### src/design/scsf_pkg.sv
`timescale 1ns / 1ps
// Shared types and constants for the stereo crossfeed sample formatter.
// No dependencies; the top level refers to these by scoped names.
package scsf_pkg;

    localparam int SAMPLE_IN_W  = 32;
    localparam int PREC_W       = 5;
    localparam int S_TDATA_W    = 72;
    localparam int SAMPLE_OUT_W = 16;
    localparam int MIX_W        = 7;
    localparam int CFG_INDEX_W  = 2;
    localparam int CFG_DATA_W   = 7;
    localparam int QUOT_W       = 24;

    typedef logic [CFG_INDEX_W-1:0] cfg_index_t;

    localparam cfg_index_t REG_MIX_PERCENT  = 2'd0;
    localparam cfg_index_t REG_WIDE_SAMPLES = 2'd1;
    localparam cfg_index_t REG_STEREO_OUT   = 2'd2;

    // Smallest precision honored; anything below is treated as this.
    localparam logic [PREC_W-1:0] PREC_MIN       = 5'd8;
    localparam logic [PREC_W-1:0] PREC_MONO_WIDE = 5'd15;
    localparam logic [PREC_W-1:0] PREC_STEREO_W  = 5'd16;
    localparam logic [PREC_W-1:0] PREC_MONO_NARR = 5'd7;
    localparam logic [PREC_W-1:0] PREC_TOP       = 5'd31;

    localparam logic [PREC_W-1:0] SHIFT_WIDE   = 5'd16;
    localparam logic [PREC_W-1:0] SHIFT_NARROW = 5'd24;

    // percent * 2^21 / 25 = percent * 83886 + floor(percent * 2 / 25);
    // the small remainder term is percent * 82 >> 10, exact for 7-bit percent.
    localparam int Q21_INT        = 83886;
    localparam int Q21_FRAC       = 82;
    localparam int Q21_FRAC_SHIFT = 10;

    localparam logic [7:0] OFFSET_BINARY = 8'd128;

    // Per-item working values between the math stage and the output stage.
    typedef struct packed {
        logic                   mix;
        logic                   two;
        logic [SAMPLE_IN_W-1:0] x;
        logic [SAMPLE_IN_W-1:0] y;
    } prod_t;

endpackage

### src/design/stereo_crossfeed_sample_formatter.sv
`timescale 1ns / 1ps
// Stereo crossfeed sample formatter: crossfeed mix and device-format conversion.
// Depends on scsf_pkg for constants and the stage struct.
//
// Usage:
//   s_ channel: one transaction per left/right pair. s_tdata carries left_in,
//   right_in and precision. m_ channel: one transaction per device sample;
//   m_tuser marks the right channel, m_tlast the final sample of a pair.
//   cfg_ channel: register writes (index, data), taken in any cycle; write only
//   while no pair is in flight.
// Path: a pair accepted on s_ passes the input, math and output registers,
//   in that order, before its first sample shows on m_.
// Throughput: the output register sends one sample per cycle while m_tready is
//   high and sets the pace; stereo gives two samples per pair, so it takes a
//   new pair only once both have gone, and mono gives one pair per cycle.
// Reset: pipeline empties, mix_percent goes to 0, wide_samples and
//   stereo_out to 1.
// Stall: while m_tready is low the output register holds; the math and input
//   registers still fill, so up to two more pairs are taken before s_tready
//   drops.
module stereo_crossfeed_sample_formatter (
    input  logic                               aclk,
    input  logic                               aresetn,
    // left_in [31:0], right_in [63:32], precision [68:64], zero pad [71:69]
    input  logic [scsf_pkg::S_TDATA_W-1:0]     s_tdata,
    input  logic                               s_tvalid,
    output logic                               s_tready,
    // sample_out [15:0]
    output logic [scsf_pkg::SAMPLE_OUT_W-1:0]  m_tdata,
    // is_right [0]
    output logic                               m_tuser,
    output logic                               m_tlast,
    output logic                               m_tvalid,
    input  logic                               m_tready,
    input  logic                               cfg_valid,
    output logic                               cfg_ready,
    input  logic [scsf_pkg::CFG_INDEX_W-1:0]   cfg_index,
    input  logic [scsf_pkg::CFG_DATA_W-1:0]    cfg_data
);

    // configuration
    logic [scsf_pkg::MIX_W-1:0] mix_percent_reg, mix_percent_next;
    logic                       wide_samples_reg, wide_samples_next;
    logic                       stereo_out_reg, stereo_out_next;

    // pipeline
    logic [scsf_pkg::S_TDATA_W-1:0]    in_data_reg, in_data_next;
    logic                              in_valid_reg, in_valid_next;
    scsf_pkg::prod_t                   prod_reg, prod_next;
    logic                              prod_valid_reg, prod_valid_next;
    logic [scsf_pkg::SAMPLE_OUT_W-1:0] out0_reg, out0_next;
    logic [scsf_pkg::SAMPLE_OUT_W-1:0] out1_reg, out1_next;
    logic                              two_reg, two_next;
    logic                              beat_reg, beat_next;
    logic                              out_valid_reg, out_valid_next;

    logic in_fire, rdy_in, rdy_prod, rdy_out, out_last, out_fire, load_prod, load_out;

    // math stage signals
    logic [scsf_pkg::SAMPLE_IN_W-1:0] l_in, r_in, sum, diff;
    logic [scsf_pkg::PREC_W-1:0]      prec_raw, n_c;
    logic [scsf_pkg::SAMPLE_IN_W-1:0] mono_v, a_v, b_v, pp, quot, pm, prod_mul;
    logic [scsf_pkg::QUOT_W-1:0]      q21_reg, q21_next;
    logic [13:0]                      frac_prod;

    // output stage signals
    logic [scsf_pkg::SAMPLE_IN_W-1:0] t_a, t_b, sel0, sel1;
    logic [scsf_pkg::PREC_W-1:0]      out_shift;

    assign cfg_ready = 1'b1;

    always_comb begin
        mix_percent_next  = mix_percent_reg;
        wide_samples_next = wide_samples_reg;
        stereo_out_next   = stereo_out_reg;
        if (cfg_valid && cfg_ready) begin
            case (cfg_index)
                scsf_pkg::REG_MIX_PERCENT:  mix_percent_next  = cfg_data;
                scsf_pkg::REG_WIDE_SAMPLES: wide_samples_next = cfg_data[0];
                scsf_pkg::REG_STEREO_OUT:   stereo_out_next   = cfg_data[0];
                default: ;
            endcase
        end
    end

    // handshake chain
    assign out_last  = !two_reg || beat_reg;
    assign out_fire  = out_valid_reg && m_tready;
    assign rdy_out   = !out_valid_reg || (m_tready && out_last);
    assign rdy_prod  = !prod_valid_reg || rdy_out;
    assign rdy_in    = !in_valid_reg || rdy_prod;
    assign s_tready  = rdy_in;
    assign in_fire   = s_tvalid && rdy_in;
    assign load_prod = in_valid_reg && rdy_prod;
    assign load_out  = prod_valid_reg && rdy_out;

    // percent * 2^21 / 25, floor, held alongside mix_percent; shifting it right
    // by n-8 gives the side term offset for every precision from 8 to 31.
    assign frac_prod = {7'd0, mix_percent_next} * 14'(scsf_pkg::Q21_FRAC);
    assign q21_next  = ({17'd0, mix_percent_next} * 24'(scsf_pkg::Q21_INT))
                     + 24'(frac_prod >> scsf_pkg::Q21_FRAC_SHIFT);

    always_comb begin
        l_in     = in_data_reg[31:0];
        r_in     = in_data_reg[63:32];
        prec_raw = in_data_reg[68:64];
        n_c      = (prec_raw < scsf_pkg::PREC_MIN) ? scsf_pkg::PREC_MIN : prec_raw;
        sum      = l_in + r_in;
        diff     = l_in - r_in;

        if (wide_samples_reg) begin
            mono_v = (n_c < scsf_pkg::PREC_MONO_WIDE) ?
                     (sum << (scsf_pkg::PREC_MONO_WIDE - n_c)) :
                     (sum >> (n_c - scsf_pkg::PREC_MONO_WIDE));
            if (n_c < scsf_pkg::PREC_STEREO_W) begin
                a_v = l_in << (scsf_pkg::PREC_STEREO_W - n_c);
                b_v = r_in << (scsf_pkg::PREC_STEREO_W - n_c);
            end else begin
                a_v = l_in >> (n_c - scsf_pkg::PREC_STEREO_W);
                b_v = r_in >> (n_c - scsf_pkg::PREC_STEREO_W);
            end
        end else begin
            mono_v = sum >> (n_c - scsf_pkg::PREC_MONO_NARR);
            a_v    = l_in >> (n_c - scsf_pkg::PREC_MIN);
            b_v    = r_in >> (n_c - scsf_pkg::PREC_MIN);
        end

        pp       = 32'd1 << (scsf_pkg::PREC_TOP - n_c);
        quot     = {8'd0, q21_reg} >> (n_c - scsf_pkg::PREC_MIN);
        pm       = pp - quot;
        prod_mul = diff * pm;

        prod_next = prod_reg;
        if (load_prod) begin
            prod_next.two = stereo_out_reg;
            prod_next.mix = stereo_out_reg && (mix_percent_reg != '0);
            if (!stereo_out_reg) begin
                prod_next.x = mono_v;
                prod_next.y = '0;
            end else if (mix_percent_reg == '0) begin
                prod_next.x = a_v;
                prod_next.y = b_v;
            end else begin
                prod_next.x = sum << (scsf_pkg::PREC_TOP - n_c);
                prod_next.y = prod_mul;
            end
        end
    end

    always_comb begin
        t_a       = prod_reg.x + prod_reg.y;
        t_b       = prod_reg.x - prod_reg.y;
        out_shift = wide_samples_reg ? scsf_pkg::SHIFT_WIDE : scsf_pkg::SHIFT_NARROW;
        sel0      = prod_reg.mix ? (t_a >> out_shift) : prod_reg.x;
        sel1      = prod_reg.mix ? (t_b >> out_shift) : prod_reg.y;

        out0_next = out0_reg;
        out1_next = out1_reg;
        two_next  = two_reg;
        if (load_out) begin
            two_next  = prod_reg.two;
            out0_next = wide_samples_reg ? sel0[15:0] :
                        {8'd0, sel0[7:0] + scsf_pkg::OFFSET_BINARY};
            out1_next = wide_samples_reg ? sel1[15:0] :
                        {8'd0, sel1[7:0] + scsf_pkg::OFFSET_BINARY};
        end
    end

    always_comb begin
        in_data_next    = in_fire ? s_tdata : in_data_reg;
        in_valid_next   = in_fire || (in_valid_reg && !rdy_prod);
        prod_valid_next = load_prod || (prod_valid_reg && !rdy_out);
        out_valid_next  = load_out || (out_valid_reg && !(m_tready && out_last));
        // advance to the right sample after the left transaction
        if (load_out) begin
            beat_next = 1'b0;
        end else if (out_fire && !out_last) begin
            beat_next = 1'b1;
        end else begin
            beat_next = beat_reg;
        end
    end

    always_ff @(posedge aclk) begin
        if (!aresetn) begin
            mix_percent_reg  <= '0;
            wide_samples_reg <= 1'b1;
            stereo_out_reg   <= 1'b1;
            q21_reg          <= '0;
            in_valid_reg     <= 1'b0;
            prod_valid_reg   <= 1'b0;
            out_valid_reg    <= 1'b0;
            beat_reg         <= 1'b0;
            two_reg          <= 1'b0;
        end else begin
            mix_percent_reg  <= mix_percent_next;
            wide_samples_reg <= wide_samples_next;
            stereo_out_reg   <= stereo_out_next;
            q21_reg          <= q21_next;
            in_valid_reg     <= in_valid_next;
            prod_valid_reg   <= prod_valid_next;
            out_valid_reg    <= out_valid_next;
            beat_reg         <= beat_next;
            two_reg          <= two_next;
        end
    end

    always_ff @(posedge aclk) begin
        in_data_reg <= in_data_next;
        prod_reg    <= prod_next;
        out0_reg    <= out0_next;
        out1_reg    <= out1_next;
    end

    assign m_tvalid = out_valid_reg;
    assign m_tdata  = beat_reg ? out1_reg : out0_reg;
    assign m_tuser  = beat_reg;
    assign m_tlast  = out_last;

    // the right sample only exists for a stereo pair
    assert property (@(posedge aclk) disable iff (!aresetn)
        out_valid_reg && beat_reg |-> two_reg)
        else $error("right-channel beat on a mono result");

    // a left transaction is always followed by its right one
    assert property (@(posedge aclk) disable iff (!aresetn)
        m_tvalid && m_tready && !m_tlast |=> m_tvalid && m_tuser && m_tlast)
        else $error("left sample not followed by right sample");

    // input backpressure only when every stage holds an item
    assert property (@(posedge aclk) disable iff (!aresetn)
        !s_tready |-> in_valid_reg && prod_valid_reg && out_valid_reg)
        else $error("input stalled with an empty stage");

    // crossfeed math is only selected for stereo pairs
    assert property (@(posedge aclk) disable iff (!aresetn)
        prod_valid_reg && prod_reg.mix |-> prod_reg.two)
        else $error("crossfeed selected in mono");

endmodule

### config.mk
export PLATFORM = sky130hd
export DESIGN_NAME = stereo_crossfeed_sample_formatter
export DESIGN_NICKNAME = d
export VERILOG_FILES = /design/src/design/scsf_pkg.sv /design/src/design/stereo_crossfeed_sample_formatter.sv
export SDC_FILE = /design/constraint.sdc
export NUM_CORES = 2
export LEC_CHECK = 0
export ABC_AREA = 1
export BUFFER_PORTS_ARGS = -buffer_cell sky130_fd_sc_hd__buf_2
export CAP_MARGIN = 20
export CORE_MARGIN = 2
export CORE_UTILIZATION = 50
export CTS_BUF_LIST = sky130_fd_sc_hd__clkbuf_4 sky130_fd_sc_hd__clkbuf_8 sky130_fd_sc_hd__clkbuf_16
export DETAILED_ROUTE_END_ITERATION = 8
export PLACE_DENSITY = 0.69
export SYNTH_ARGS = -nofsm -noshare
export SYNTH_HDL_FRONTEND = slang
export SYNTH_SLANG_ARGS = --single-unit
### constraint.sdc
create_clock -name aclk -period 10.3 [get_ports aclk]
set_clock_uncertainty 0.1 [all_clocks]
set_input_delay 1.03 -clock aclk [delete_from_list [all_inputs] [get_ports aclk]]
set_output_delay 1.03 -clock aclk [all_outputs]
set_load 0.01 [all_outputs]
==> impl_results.md <==
* Status: complete, no violations
* DRC violation total after the first TritonRoute iteration at 6155
* Vias at 48100
* CTS tree: built
* Mapped cell area at 45500 um^2
* Final wirelength at 196 mm
* Max-slew violation count at 0
* Largest net degree at the start of global routing at 83
* Die area at 93500 um^2
* Worst Path Required at 10.48 ns
* CP max stage delay at 0.56 ns
* CORE AREA at 90100 um^2
* Fin nets at 7908
* Synth Instances at 6882
* Initial antenna violation count at 0
* #FFs+latches synth at 205
* Worst Hold Launch: prod_reg[64]$_DFFE_PP_
* Die height at 306 um
* Worst r2r dst: prod_reg[29]$_SDFFCE_PN0P_
* Synth Flop Type: edfxtp_1
* Hold Crit Depth at 2
* 1st-pass router iterations at 7
* Fmax at 0.0991 GHz
* Tcrit/Tclk final at 98.0%
* Metal3 WL at 21.7 mm
* Syn_nets at 7748
* Slew HR at 18.2%
* Share of layout cells above drive strength 1 at 10.8%
* WL met2 at 82.7 mm
* Hold EP: two_reg$_SDFFE_PN0P_
* Post-DP HPWL at 165 mm
* Routability cong. at 1.08
* Max_cap viols at 0
* Fill cells at 8943
* Fin. Hold Viols at 0
* Die W at 306 um
* Async SR Flop Fraction at 0%
* Initial Util at 50.5%
* Most frequent cell on the critical path: fa_1
* Grt ovf at 0
* Startpoint types: flip-flop
* Reg2reg path depth at 43
* Nature of the critical path endpoint: flip-flop
* Clk Tree Root Cell: clkbuf_16
* Area grow syn2layout at 11.0%
* H-tree level count at 1
* R2R setup slack at 0.21 ns
* IO Pins at 107
* First-pass GRT wire length at 289 mm
* Routed vias/inst at 5.83
* YS warnings at 0
* Row count at 110
* Syn_area_per_cell at 6.62 um^2
* Met1 Routed Length at 80.1 mm
* GRT Util Overall at 41.3%
* Post-synth EDFFs at 167
* Remaining DRCs at 0
* Wire per inst at 23.8 um
* Critical R2R Launch: in_data_reg[66]$_DFFE_PP_
* Clk_lat worst skew at 0.54 ns
* Post-route ant nets at 0
* Worst hold path class: flip-flop to flip-flop
* Cts bufs inserted at 22
* RSZ-0062 raised after global routing: true
* Worst-margin pin slew at 1.21 ns
* Sink Count at 205
* Synth top area cells: fa_1, nand2_1, edfxtp_1
* Largest area contributor in the netlist: fa_1
* Seq/Total Area, Yosys at 12.7%
* Top Layer Used: met4
* Worst path arrival time at 10.27 ns
* Share of the synthesized area in the top cell type at 19.2%
* Max reg flops at 69
* Post-route minimum period at 10.09 ns
* Slowest stage cell, crit path: edfxtp_1
* Unique masters post-synth at 72
* Crit Path Max Fanout at 32
* Post-layout util at 56.1%
* Number of global-route vias before repair at 45700
* Hold Buf Count CTS at 0
* CTS Buffer Depth at 3
* Critical path class: flip-flop to flip-flop
* CTS clk-pin slew, worst paths at 0.07 ns
* Count of buffers from port buffering at 102
* Final setup fails at 0
[critical path: cells and delay by family (launching register included)]
kind	cells	cell delay [ns]
DFF	1	0.56
buffers and inverters	12	1.52
xor gates and xnor gates	2	0.35
and+or+nand+nor	11	1.33
muxes	1	0.40
adders and majority gates	10	4.58
AOI/OAI and AO/OA	7	0.99
[logic make-up after synthesis]
group | count (synthesis) | synth area share (%)
AOI/OAI and AO/OA | 1261 | 15.9
xor gates and xnor gates | 103 | 2.19
adders and majority gates | 780 | 28.6
buffers and inverters | 1483 | 12.5
DFF | 205 | 12.7
muxes | 47 | 1.03
other | 1 | 0.00823
and+or+nand+nor | 3002 | 27.1
[layer usage]
metal / up-vias / GRT usage [%]
met5: - / 0
met4: 0 / 18.1
met2: 2722 / 62.8
li1: 22300 / -
met3: 498 / 8.60
met1: 22600 / 56.7
[synth_stat cells, drive strengths merged, types with 40 or more instances]
master and n:
inv 1151, o22ai 40, buf 126, edfxtp 167, fa 437, nand3 448, mux2i 47, nand2 1852
xor2 78, nor2 569, a21oi 370, ha 343, o211ai 60, clkbuf 194, o21ai 597
[cell usage in the layout, fill, tap and decap left out, drive strengths merged, types with 9 or more instances in the layout]
cell type and instances:
nand2 1852, inv 1154, o21ai 597, nor2 569, buf 453, nand3 448, fa 437, a21oi 370
ha 343, edfxtp 167, xor2 78, o211ai 60, mux2i 47, o22ai 40, dfxtp 38, or2 38
nor3 34, nand4 33, a31oi 27, clkbuf 27, xnor2 25, o2111ai 21, o21bai 21, clkinv 19
a21o 14, a221oi 14, o31ai 13, nand3b 12, o221ai 12, a21boi 12, a22oi 11, o21a 10
a211oi 9
[worst max path at each step]
stage | from | endpoint | slack (ns) | cells past startpoint
6_report | in_data_reg[66]$_DFFE_PP_ | prod_reg[29]$_SDFFCE_PN0P_ | 0.21 | 43
3_3_place_gp | in_data_reg[67]$_DFFE_PP_ | prod_reg[30]$_SDFFCE_PN0P_ | 0.08 | 50
5_1_grt | in_data_reg[68]$_DFFE_PP_ | prod_reg[30]$_SDFFCE_PN0P_ | -0.11 | 51
2_1_floorplan | in_data_reg[67]$_DFFE_PP_ | prod_reg[29]$_SDFFCE_PN0P_ | 0.17 | 48
4_1_cts | in_data_reg[67]$_DFFE_PP_ | prod_reg[29]$_SDFFCE_PN0P_ | 0.003 | 51
3_5_place_dp | in_data_reg[67]$_DFFE_PP_ | prod_reg[30]$_SDFFCE_PN0P_ | -0.04 | 49
[timing repair]
item | in CTS | in global routing
setup endpoints to repair | 3 | 14
gates resized for setup | 3 | 158
setup buffers | 0 | 23
cloned | 0 | 3
pin swaps | 0 | 50
[per-stage QoR]
stage	hold slack, ns	TNS, ns	setup WS (ns)	area, um^2	cells
5_1_grt	0.439	-0.404	-0.114	50500	8234
3_5_place_dp	0.387	-0.0407	-0.0407	48900	8168
4_1_cts	0.397	0	0.00310	49700	8208
3_3_place_gp	0.370	0	0.0803	48900	8168
2_1_floorplan	0.354	0	0.173	45500	6882
6_report	0.397	0	0.208	50500	8236
[area by class of cell]
cell class                      count  area (um^2)  area share [%]
Multi-Input combinational cell   5194        34700            68.7
Sequential cell                   205         5780            11.4
Inverter                         1163         4390            8.68
Timing Repair Buffer              454         3410            6.75
Tap cell                         1176         1470            2.91
Clock buffer                       26          604            1.20
Clock inverter                     14          165           0.327
Timing Repair inverter              2         17.5          0.0347
Antenna cell                        2         5.00         0.00990
Power is left out: the tool's default activity adds up to more than one toggle a clock period on the data nets, which glitch-free logic cannot reach.
